[config.mk]
export PLATFORM = sky130hd
export DESIGN_NAME = quadrature_position_speed_accel_unit
export DESIGN_NICKNAME = d
export VERILOG_FILES = /design/src/hdl/qpsa_pkg.sv /design/src/hdl/quadrature_position_speed_accel_unit.sv /design/src/hdl/qpsa_ring.sv /design/src/hdl/qpsa_datapath.sv /design/src/hdl/qpsa_ctrl.sv
export SDC_FILE = /design/constraint.sdc
export NUM_CORES = 2
export LEC_CHECK = 0
export ABC_CLOCK_PERIOD_IN_PS = 17300
export BUFFER_PORTS_ARGS = -buffer_cell sky130_fd_sc_hd__buf_2
export CORE_UTILIZATION = 55
export DETAILED_ROUTE_END_ITERATION = 8
export GPL_TIMING_DRIVEN = 0
export HOLD_SLACK_MARGIN = 0.02
export PLACE_DENSITY = 0.72
export SLEW_MARGIN = 30
export SYNTH_ARGS = -nofsm -noshare
export SYNTH_HDL_FRONTEND = slang
export SYNTH_HIERARCHICAL = 1
export SYNTH_SLANG_ARGS = --single-unit
[constraint.sdc]
create_clock -name clk_i -period 17.3 [get_ports clk_i]
set_input_delay 1.73 -clock clk_i [delete_from_list [all_inputs] [get_ports clk_i]]
set_output_delay 1.73 -clock clk_i [all_outputs]
set_load 0.005 [all_outputs]
[src/hdl/qpsa_pkg.sv]
`timescale 1ns / 1ps
// ----------------------------------------------------------------------------
// Quadrature position/speed/accel package
// Shared widths, command codes, control structs and the saturation helper.
// ----------------------------------------------------------------------------
package qpsa_pkg;

  localparam int unsigned DataW         = 32;
  localparam int unsigned ScaleW        = 16;
  localparam int unsigned OperandW      = DataW + 1;
  localparam int unsigned ProdW         = OperandW + ScaleW + 1;
  localparam int unsigned PositionDepth = 8;
  localparam int unsigned SpeedDepth    = 8;

  // Input command codes.
  localparam logic [1:0] CMD_RISE = 2'd0;
  localparam logic [1:0] CMD_FALL = 2'd1;
  localparam logic [1:0] CMD_TICK = 2'd2;

  // Configuration register indexes.
  localparam logic REG_FORWARD    = 1'b0;
  localparam logic REG_RATE_SCALE = 1'b1;

  // Commands from the controller to the datapath.
  typedef struct packed {
    logic edge_step;  // move the count by one step
    logic edge_rise;  // the step comes from a rising B edge
    logic mul_pos;    // multiply the position difference, write position ring
    logic sat_pos;    // saturate the product into the speed register
    logic mul_spd;    // multiply the speed difference, write speed ring
    logic sat_spd;    // saturate the product into the acceleration register
    logic load_out;   // update the sign flags and load the result register
  } dp_cmd_t;

  // Status from the datapath to the controller.
  typedef struct packed {
    logic out_free;   // the result register can take a new transaction
  } dp_stat_t;

  // Clamp a product to the signed 32-bit range.
  function automatic logic [DataW-1:0] sat32(input logic signed [ProdW-1:0] p);
    logic [DataW-1:0] r;
    if (!p[ProdW-1] && (|p[ProdW-2:DataW-1])) begin
      r = {1'b0, {(DataW-1){1'b1}}};
    end else if (p[ProdW-1] && !(&p[ProdW-2:DataW-1])) begin
      r = {1'b1, {(DataW-1){1'b0}}};
    end else begin
      r = p[DataW-1:0];
    end
    return r;
  endfunction

endpackage

[src/hdl/quadrature_position_speed_accel_unit.sv]
`timescale 1ns / 1ps
// ----------------------------------------------------------------------------
// Quadrature position, speed and acceleration unit
// x2 quadrature decoder with ring-history speed and acceleration estimates.
// ----------------------------------------------------------------------------
// Each input transaction is a rising or falling B edge (with the sampled A
// level) or a speed tick, and each one yields exactly one result transaction
// carrying the position, the last speed, the last acceleration and a sticky
// flag that is set once the position has been both positive and negative.
// An edge or an unused command is accepted in the idle state, where an edge
// also steps the counter, and the done state then updates the sign flags and
// loads the result once the result register is free. A tick runs through
// multiply and saturate states, as one shared 33x17 multiplier is used twice
// in sequence: the position difference against the ring entry POSITION_DEPTH
// ticks old is scaled by rate_scale and saturated into the speed, then the
// speed difference against the entry SPEED_DEPTH ticks old is scaled and
// saturated into the acceleration. One transaction is in work at a time; a
// new one is accepted as soon as the previous result sits in the output
// register, even while that result waits to be taken. The history rings
// reset to zero through per-entry valid bits, so no clearing pass is needed.
// Configuration goes through an APB-style port: forward at address 0 and
// rate_scale at address 4. Position wraps two's complement; speed and
// acceleration saturate to the signed 32-bit range.
// ----------------------------------------------------------------------------
module quadrature_position_speed_accel_unit
  import qpsa_pkg::*;
#(
  parameter int unsigned POSITION_DEPTH = PositionDepth,
  parameter int unsigned SPEED_DEPTH    = SpeedDepth
) (
  input  logic             clk_i,
  input  logic             rst_ni,
  // APB-style configuration port.
  input  logic             psel,
  input  logic             penable,
  input  logic             pwrite,
  input  logic [2:0]       paddr,
  input  logic [31:0]      pwdata,
  output logic [31:0]      prdata,
  output logic             pready,
  // Input channel.
  input  logic             in_valid_i,
  output logic             in_ready_o,
  input  logic [1:0]       cmd_i,
  input  logic             a_level_i,
  // Result channel.
  output logic             out_valid_o,
  input  logic             out_ready_i,
  output logic [DataW-1:0] position_o,
  output logic [DataW-1:0] speed_o,
  output logic [DataW-1:0] accel_o,
  output logic             both_signs_seen_o
);

  logic              forward_q;
  logic [ScaleW-1:0] rate_scale_q;
  logic              reg_index;
  logic              cfg_write;
  dp_cmd_t           dp_cmd;
  dp_stat_t          dp_stat;

  // Register index is the word address; the port never stalls.
  assign reg_index = paddr[2];
  assign cfg_write = psel && penable && pwrite && pready;
  assign pready    = 1'b1;

  always_ff @(posedge clk_i or negedge rst_ni) begin
    if (!rst_ni) begin
      forward_q    <= 1'b1;
      rate_scale_q <= ScaleW'(100);
    end else if (cfg_write) begin
      unique case (reg_index)
        REG_FORWARD:    forward_q    <= pwdata[0];
        REG_RATE_SCALE: rate_scale_q <= pwdata[ScaleW-1:0];
        default: ;
      endcase
    end
  end

  always_comb begin
    unique case (reg_index)
      REG_FORWARD:    prdata = {31'b0, forward_q};
      REG_RATE_SCALE: prdata = {16'b0, rate_scale_q};
      default:        prdata = '0;
    endcase
  end

  // The controller sequences each transaction; the datapath holds the count, history and result state.
  qpsa_ctrl u_ctrl (
    .clk_i      (clk_i),
    .rst_ni     (rst_ni),
    .in_valid_i (in_valid_i),
    .in_ready_o (in_ready_o),
    .cmd_i      (cmd_i),
    .stat_i     (dp_stat),
    .dp_cmd_o   (dp_cmd)
  );

  qpsa_datapath #(
    .POSITION_DEPTH (POSITION_DEPTH),
    .SPEED_DEPTH    (SPEED_DEPTH)
  ) u_datapath (
    .clk_i             (clk_i),
    .rst_ni            (rst_ni),
    .forward_i         (forward_q),
    .rate_scale_i      (rate_scale_q),
    .a_level_i         (a_level_i),
    .cmd_i             (dp_cmd),
    .stat_o            (dp_stat),
    .out_valid_o       (out_valid_o),
    .out_ready_i       (out_ready_i),
    .position_o        (position_o),
    .speed_o           (speed_o),
    .accel_o           (accel_o),
    .both_signs_seen_o (both_signs_seen_o)
  );

endmodule

[src/hdl/qpsa_ring.sv]
`timescale 1ns / 1ps
// ----------------------------------------------------------------------------
// History ring
// A circular history memory with a write slot, per-entry valid bits and a
// registered read of the entry under the slot; unwritten entries read as zero.
// ----------------------------------------------------------------------------
module qpsa_ring
  import qpsa_pkg::*;
#(
  parameter int unsigned DEPTH = 8
) (
  input  logic             clk_i,
  input  logic             rst_ni,
  input  logic             wr_en_i,
  input  logic [DataW-1:0] wr_data_i,
  output logic [DataW-1:0] rd_data_o
);

  localparam int unsigned SlotW = (DEPTH > 1) ? $clog2(DEPTH) : 1;
  localparam logic [SlotW-1:0] LastSlot = SlotW'(DEPTH - 1);

  logic [DataW-1:0] mem [DEPTH];
  logic [DEPTH-1:0] valid_q, valid_d;
  logic [SlotW-1:0] slot_q, slot_d;
  logic [DataW-1:0] rd_q;
  logic             rd_valid_q;

  always_comb begin
    valid_d = valid_q;
    slot_d  = slot_q;
    if (wr_en_i) begin
      valid_d[slot_q] = 1'b1;
      slot_d = (slot_q == LastSlot) ? '0 : slot_q + 1'b1;
    end
  end

  always_ff @(posedge clk_i or negedge rst_ni) begin
    if (!rst_ni) begin
      valid_q    <= '0;
      slot_q     <= '0;
      rd_valid_q <= 1'b0;
    end else begin
      valid_q    <= valid_d;
      slot_q     <= slot_d;
      rd_valid_q <= valid_q[slot_q];
    end
  end

  always_ff @(posedge clk_i) begin
    if (wr_en_i) begin
      mem[slot_q] <= wr_data_i;
    end
    rd_q <= mem[slot_q];
  end

  assign rd_data_o = rd_valid_q ? rd_q : '0;

endmodule

[src/hdl/qpsa_datapath.sv]
`timescale 1ns / 1ps
// ----------------------------------------------------------------------------
// Quadrature datapath
// Edge counter, position and speed rings, shared scale multiplier,
// saturation, sign flags and the result register.
// ----------------------------------------------------------------------------
module qpsa_datapath
  import qpsa_pkg::*;
#(
  parameter int unsigned POSITION_DEPTH = PositionDepth,
  parameter int unsigned SPEED_DEPTH    = SpeedDepth
) (
  input  logic              clk_i,
  input  logic              rst_ni,
  input  logic              forward_i,
  input  logic [ScaleW-1:0] rate_scale_i,
  input  logic              a_level_i,
  input  dp_cmd_t           cmd_i,
  output dp_stat_t          stat_o,
  output logic              out_valid_o,
  input  logic              out_ready_i,
  output logic [DataW-1:0]  position_o,
  output logic [DataW-1:0]  speed_o,
  output logic [DataW-1:0]  accel_o,
  output logic              both_signs_seen_o
);

  logic [DataW-1:0] count_q, count_d;
  logic [DataW-1:0] speed_q, accel_q;
  logic [DataW-1:0] old_pos, old_spd;
  logic signed [ProdW-1:0] prod_q;
  logic signed [OperandW-1:0] operand;
  logic signed [ScaleW:0] scale;
  logic [DataW-1:0] pos_diff;
  logic plus_q, minus_q, plus_d, minus_d;
  logic out_valid_q;
  logic [DataW-1:0] pos_out_q, spd_out_q, acc_out_q;
  logic both_out_q;
  logic up;

  qpsa_ring #(.DEPTH(POSITION_DEPTH)) u_pos_ring (
    .clk_i     (clk_i),
    .rst_ni    (rst_ni),
    .wr_en_i   (cmd_i.mul_pos),
    .wr_data_i (count_q),
    .rd_data_o (old_pos)
  );

  qpsa_ring #(.DEPTH(SPEED_DEPTH)) u_spd_ring (
    .clk_i     (clk_i),
    .rst_ni    (rst_ni),
    .wr_en_i   (cmd_i.mul_spd),
    .wr_data_i (speed_q),
    .rd_data_o (old_spd)
  );

  // Direction of one step: A level, inverted when rise and the forward
  // setting disagree.
  assign up      = (cmd_i.edge_rise ^ ~forward_i) ? a_level_i : ~a_level_i;
  assign count_d = up ? count_q + 1'b1 : count_q - 1'b1;

  assign pos_diff = count_q - old_pos;
  assign scale    = $signed({1'b0, rate_scale_i});

  always_comb begin
    if (cmd_i.mul_pos) begin
      operand = $signed({pos_diff[DataW-1], pos_diff});
    end else begin
      operand = $signed({speed_q[DataW-1], speed_q})
              - $signed({old_spd[DataW-1], old_spd});
    end
  end

  // Sticky sign flags, evaluated on the count as it stands at result time.
  assign plus_d  = plus_q  | (!count_q[DataW-1] && (|count_q));
  assign minus_d = minus_q | count_q[DataW-1];

  always_ff @(posedge clk_i) begin
    prod_q <= ProdW'(operand * scale);
  end

  always_ff @(posedge clk_i or negedge rst_ni) begin
    if (!rst_ni) begin
      count_q     <= '0;
      speed_q     <= '0;
      accel_q     <= '0;
      plus_q      <= 1'b0;
      minus_q     <= 1'b0;
      out_valid_q <= 1'b0;
    end else begin
      if (cmd_i.edge_step) begin
        count_q <= count_d;
      end
      if (cmd_i.sat_pos) begin
        speed_q <= sat32(prod_q);
      end
      if (cmd_i.sat_spd) begin
        accel_q <= sat32(prod_q);
      end
      if (cmd_i.load_out) begin
        plus_q      <= plus_d;
        minus_q     <= minus_d;
        out_valid_q <= 1'b1;
      end else if (out_ready_i) begin
        out_valid_q <= 1'b0;
      end
    end
  end

  always_ff @(posedge clk_i) begin
    if (cmd_i.load_out) begin
      pos_out_q  <= count_q;
      spd_out_q  <= speed_q;
      acc_out_q  <= accel_q;
      both_out_q <= plus_d & minus_d;
    end
  end

  assign stat_o.out_free  = !out_valid_q || out_ready_i;
  assign out_valid_o       = out_valid_q;
  assign position_o        = pos_out_q;
  assign speed_o           = spd_out_q;
  assign accel_o           = acc_out_q;
  assign both_signs_seen_o = both_out_q;

endmodule

[src/hdl/qpsa_ctrl.sv]
`timescale 1ns / 1ps
// ----------------------------------------------------------------------------
// Quadrature controller
// Sequences edge steps and the two multiply/saturate passes of a speed tick.
// ----------------------------------------------------------------------------
module qpsa_ctrl
  import qpsa_pkg::*;
(
  input  logic       clk_i,
  input  logic       rst_ni,
  input  logic       in_valid_i,
  output logic       in_ready_o,
  input  logic [1:0] cmd_i,
  input  dp_stat_t   stat_i,
  output dp_cmd_t    dp_cmd_o
);

  typedef enum logic [2:0] {
    ST_IDLE,
    ST_MUL_POS,
    ST_SAT_POS,
    ST_MUL_SPD,
    ST_SAT_SPD,
    ST_DONE
  } state_e;

  state_e state_q;
  logic   accept;

  assign in_ready_o = (state_q == ST_IDLE);
  assign accept     = in_valid_i && in_ready_o;

  always_ff @(posedge clk_i or negedge rst_ni) begin
    if (!rst_ni) begin
      state_q <= ST_IDLE;
    end else begin
      unique case (state_q)
        ST_IDLE: begin
          if (accept) begin
            state_q <= (cmd_i == CMD_TICK) ? ST_MUL_POS : ST_DONE;
          end
        end
        ST_MUL_POS: state_q <= ST_SAT_POS;
        ST_SAT_POS: state_q <= ST_MUL_SPD;
        ST_MUL_SPD: state_q <= ST_SAT_SPD;
        ST_SAT_SPD: state_q <= ST_DONE;
        ST_DONE: begin
          if (stat_i.out_free) begin
            state_q <= ST_IDLE;
          end
        end
        default: state_q <= ST_IDLE;
      endcase
    end
  end

  always_comb begin
    dp_cmd_o           = '0;
    dp_cmd_o.edge_rise = (cmd_i == CMD_RISE);
    dp_cmd_o.edge_step = accept && ((cmd_i == CMD_RISE) || (cmd_i == CMD_FALL));
    dp_cmd_o.mul_pos   = (state_q == ST_MUL_POS);
    dp_cmd_o.sat_pos   = (state_q == ST_SAT_POS);
    dp_cmd_o.mul_spd   = (state_q == ST_MUL_SPD);
    dp_cmd_o.sat_spd   = (state_q == ST_SAT_SPD);
    dp_cmd_o.load_out  = (state_q == ST_DONE) && stat_i.out_free;
  end

endmodule
==> summary.md <==
| Metric | Value |
|---|---|
| Status | finished, final reports clean |
| Fin nets | 5742 |
| Final WL | 142000 µm |
| Leading area contributor after synthesis | edfxtp_1 |
| Post-synthesis register bit count | a little under 900 |
| FF-to-FF End | u_datapath/prod_q[47] |
| Worst EP arrival | 11.89 ns |
| Remaining global-route overflow | 0 |
| Die extent in x | 319 µm |
| WP data required | 17.84 ns |
| Initial antenna violation count | 3 |
| Netlist cell types | a little over 100 |
| Crit path to | u_datapath/prod_q[47] |
| Top post-synthesis cells by count | 703 x inv_1, 609 x edfxtp_1, 506 x fa_1 |
| Hold WC Path Type | register to register |
| TritonCTS clock tree | yes |
| Initial core utilization | 0.559 |
| Slew headroom | 0.266 |
| Tightest Pin Transition | 1.09 ns |
| CP max-delay cell | a2111oi_1 |
| Setup TNS | 0 ns |
| Synth warnings | 6 |
| Worst R2R Setup Slack | a little under 6 ns |
| Max-slew violation count | 0 |
| Final Wtd Congestion | 0.970 |
| CP peak stage delay | 0.91 ns |
| Routed Antenna Nets | 0 |
| Worst-path clk slew | around 0.060 ns |
| EDFF count, synth | 609 |
| Gr usage total | 0.284 |
| PostCTS Resize Cnt | 0 |
| Top cells by area, synth | edfxtp_1 33%, fa_1 18%, dfrtp_1 6.3% |
| RSZ-0062 raised after global routing | no |
| Fin crit share | 0.656 |
| Dpl cells | 6173 |
| Critical Path Fanout Max | 14 |
| Reg2reg start | u_datapath/count_q[0] |
| H-tree depth | 3 |
| Seq/Total Area, Yosys | 0.436 |
| Clk buf depth | 3 |
| Critical path startpoint | u_datapath/count_q[0] |
| Post-Syn Instances | roughly 4.7k |
| Fin. Hold Viols | 0 |
| Core area | between 0.09 and 0.1 mm² |
| Register-to-Register Path Depth | 34 |
| Mean Syn Cell Area | 11.8 µm² |
| Final Setup Violations | 0 |
| Latest clock arrival within the worst-skew pair | 0.69 ns |
| Min cycle time layout | 11.36 ns |
| Setup Buffers After CTS | 0 |
| Critical Path Start Type | register |
| Worst path most repeated cell | fa_1 |
| TritonCTS Buffers | 87 |
| Fmax | roughly 0.088 GHz |
| Site Rows | 115 |
| TritonCTS Sinks | 866 |
| Final routed DRC violation total | 0 |
| IO Count | 177 |
| Global-route wire length before repair | roughly 220000 µm |
| Post-synth top area share | 0.330 |
| DRT Pass-1 Iters | 6 |
| Hold buffers post-CTS | 0 |
| Most used DFF post-synth | edfxtp_1 |
| Max Cap Viol | 0 |
| Ratio of cells with drive above 1 in the final layout | 0.127 |
| Crit end category | register |
| Routed vias | 36.2k |
| Largest net degree at the start of global routing | ~80 |
| Post-DP HPWL | 107000 µm |
| WL per Instance | 22.4 µm |
| P&R area growth vs syn | 10.7% |
| Asr flop ratio synth | 0.165 |
| Most frequent cell after synthesis | inv_1 |
| Non-filler cells, final | 6338 |
| Die Area | 0.102 mm² |
| CTS root buf | clkbuf_16 |
| Starting DRT DRC Count | 3008 |
| Clk_skew | 0.0551 ns |
| Post-synthesis cell area | 0.0553 mm² |
| Chip height | ~320 µm |
| Vias in the first global route | 37.3k |
| Crit Path Category | register to register |
| I/O Buffers | 140 |
| Vias/cell | around 5.7 |
-- worst max-delay path, delay by kind of cell (launching register included) --
family / cells / cell delay, ns
compound gates: 15 / 4.66
xor+xnor: 2 / 0.36
fa+ha+maj: 9 / 4.07
buf+inv: 5 / 0.89
flops: 1 / 0.67
simple gates: 3 / 0.54
-- final cells by class --
cell class | count | area [µm²]
Sequential cell | 866 | 24200
Buffer | 221 | 1140
Tap cell | 1287 | 1610
Clock inverter | 30 | 353
Fill cell | 7756 | 37800
Inverter | 705 | 2650
Multi-Input combinational cell | 2927 | 27500
Timing Repair Buffer | 167 | 1270
Clock buffer | 133 | 2520
Antenna cell | 2 | 5.00
-- state kept, by name, indices dropped and copies added, names as in the netlist, 32 cells and up --
register                    flops
u_datapath/accel_o             32
u_datapath/u_spd_ring/mem     256
u_datapath/prod_q              50
u_datapath/count_q             32
u_datapath/accel_q             32
u_datapath/speed_q             32
u_datapath/position_o          32
u_datapath/u_spd_ring/rd_q     32
u_datapath/u_pos_ring/rd_q     32
u_datapath/speed_o             32
u_datapath/u_pos_ring/mem     256
-- logic make-up (layout without fill, tap and decap cells) --
family,count (synthesis),after routing,synth area share
and+or+nand+nor,1114,1114,0.0993
buffers and inverters,926,1256,0.0685
DFF,866,866,0.436
adders and majority gates,722,722,0.232
AOI/OAI and AO/OA,657,657,0.0814
muxes,285,285,0.0614
xor gates and xnor gates,132,132,0.0210
other,2,19,0.000136
-- layer usage --
metal  global-route usage  vias up  wire length (µm)
met2                0.470     1458             68300
met3               0.0465      277             10600
met1                0.380    18300             58000
met5                    0        -                 0
li1                     -    16200                 -
met4                0.103        0              5050
-- per-stage QoR --
| stage | hold WS [ns] | instance area [µm²] | worst slack (ns) | utilization |
|---|---|---|---|---|
| floorplan | 0.421 | 55400 | 8.51 | - |
| global placement | 0.429 | 57700 | 5.64 | 0.583 |
| detailed placement | 0.431 | 58400 | 5.79 | 0.589 |
| CTS | 0.446 | 61200 | 5.67 | 0.619 |
| global route | 0.459 | 61200 | 5.21 | 0.619 |
| finish | 0.446 | 61200 | 5.94 | 0.619 |
-- cell usage in the layout, fill, tap and decap left out, drive strengths merged, types with 23 or more instances in the layout --
master | netlist | layout
o21bai | 23 | 23
inv | 705 | 709
nand2b | 38 | 38
mux2 | 160 | 160
mux2i | 103 | 103
nand3 | 25 | 25
and2 | 291 | 291
ha | 216 | 216
nor2b | 33 | 33
o21a | 32 | 32
dfrtp | 139 | 139
nand2 | 414 | 414
clkbuf | 125 | 258
xor2 | 37 | 37
a221oi | 27 | 27
nor3 | 25 | 25
o211ai | 29 | 29
a211o | 24 | 24
fa | 506 | 506
dfxtp | 114 | 114
xnor2 | 95 | 95
edfxtp | 609 | 609
nor2 | 192 | 192
buf | 96 | 263
a21o | 71 | 71
a21oi | 180 | 180
o21ai | 111 | 111
-- worst min-delay path by stage --
stage          slack, ns                      to                   start  cells past startpoint
3_3_place_gp        0.43  u_datapath/accel_o[27]  u_datapath/accel_q[27]                      0
6_report            0.45  u_datapath/accel_o[30]  u_datapath/accel_q[30]                      0
2_1_floorplan       0.42   u_datapath/accel_o[0]   u_datapath/accel_q[0]                      0
4_1_cts             0.45  u_datapath/accel_o[27]  u_datapath/accel_q[27]                      0
3_5_place_dp        0.43  u_datapath/accel_o[29]  u_datapath/accel_q[29]                      0
5_1_grt             0.46  u_datapath/accel_o[30]  u_datapath/accel_q[30]                      0
Power is left out: the tool's default activity adds up to more than one toggle a clock period on the data nets, which glitch-free logic cannot reach.
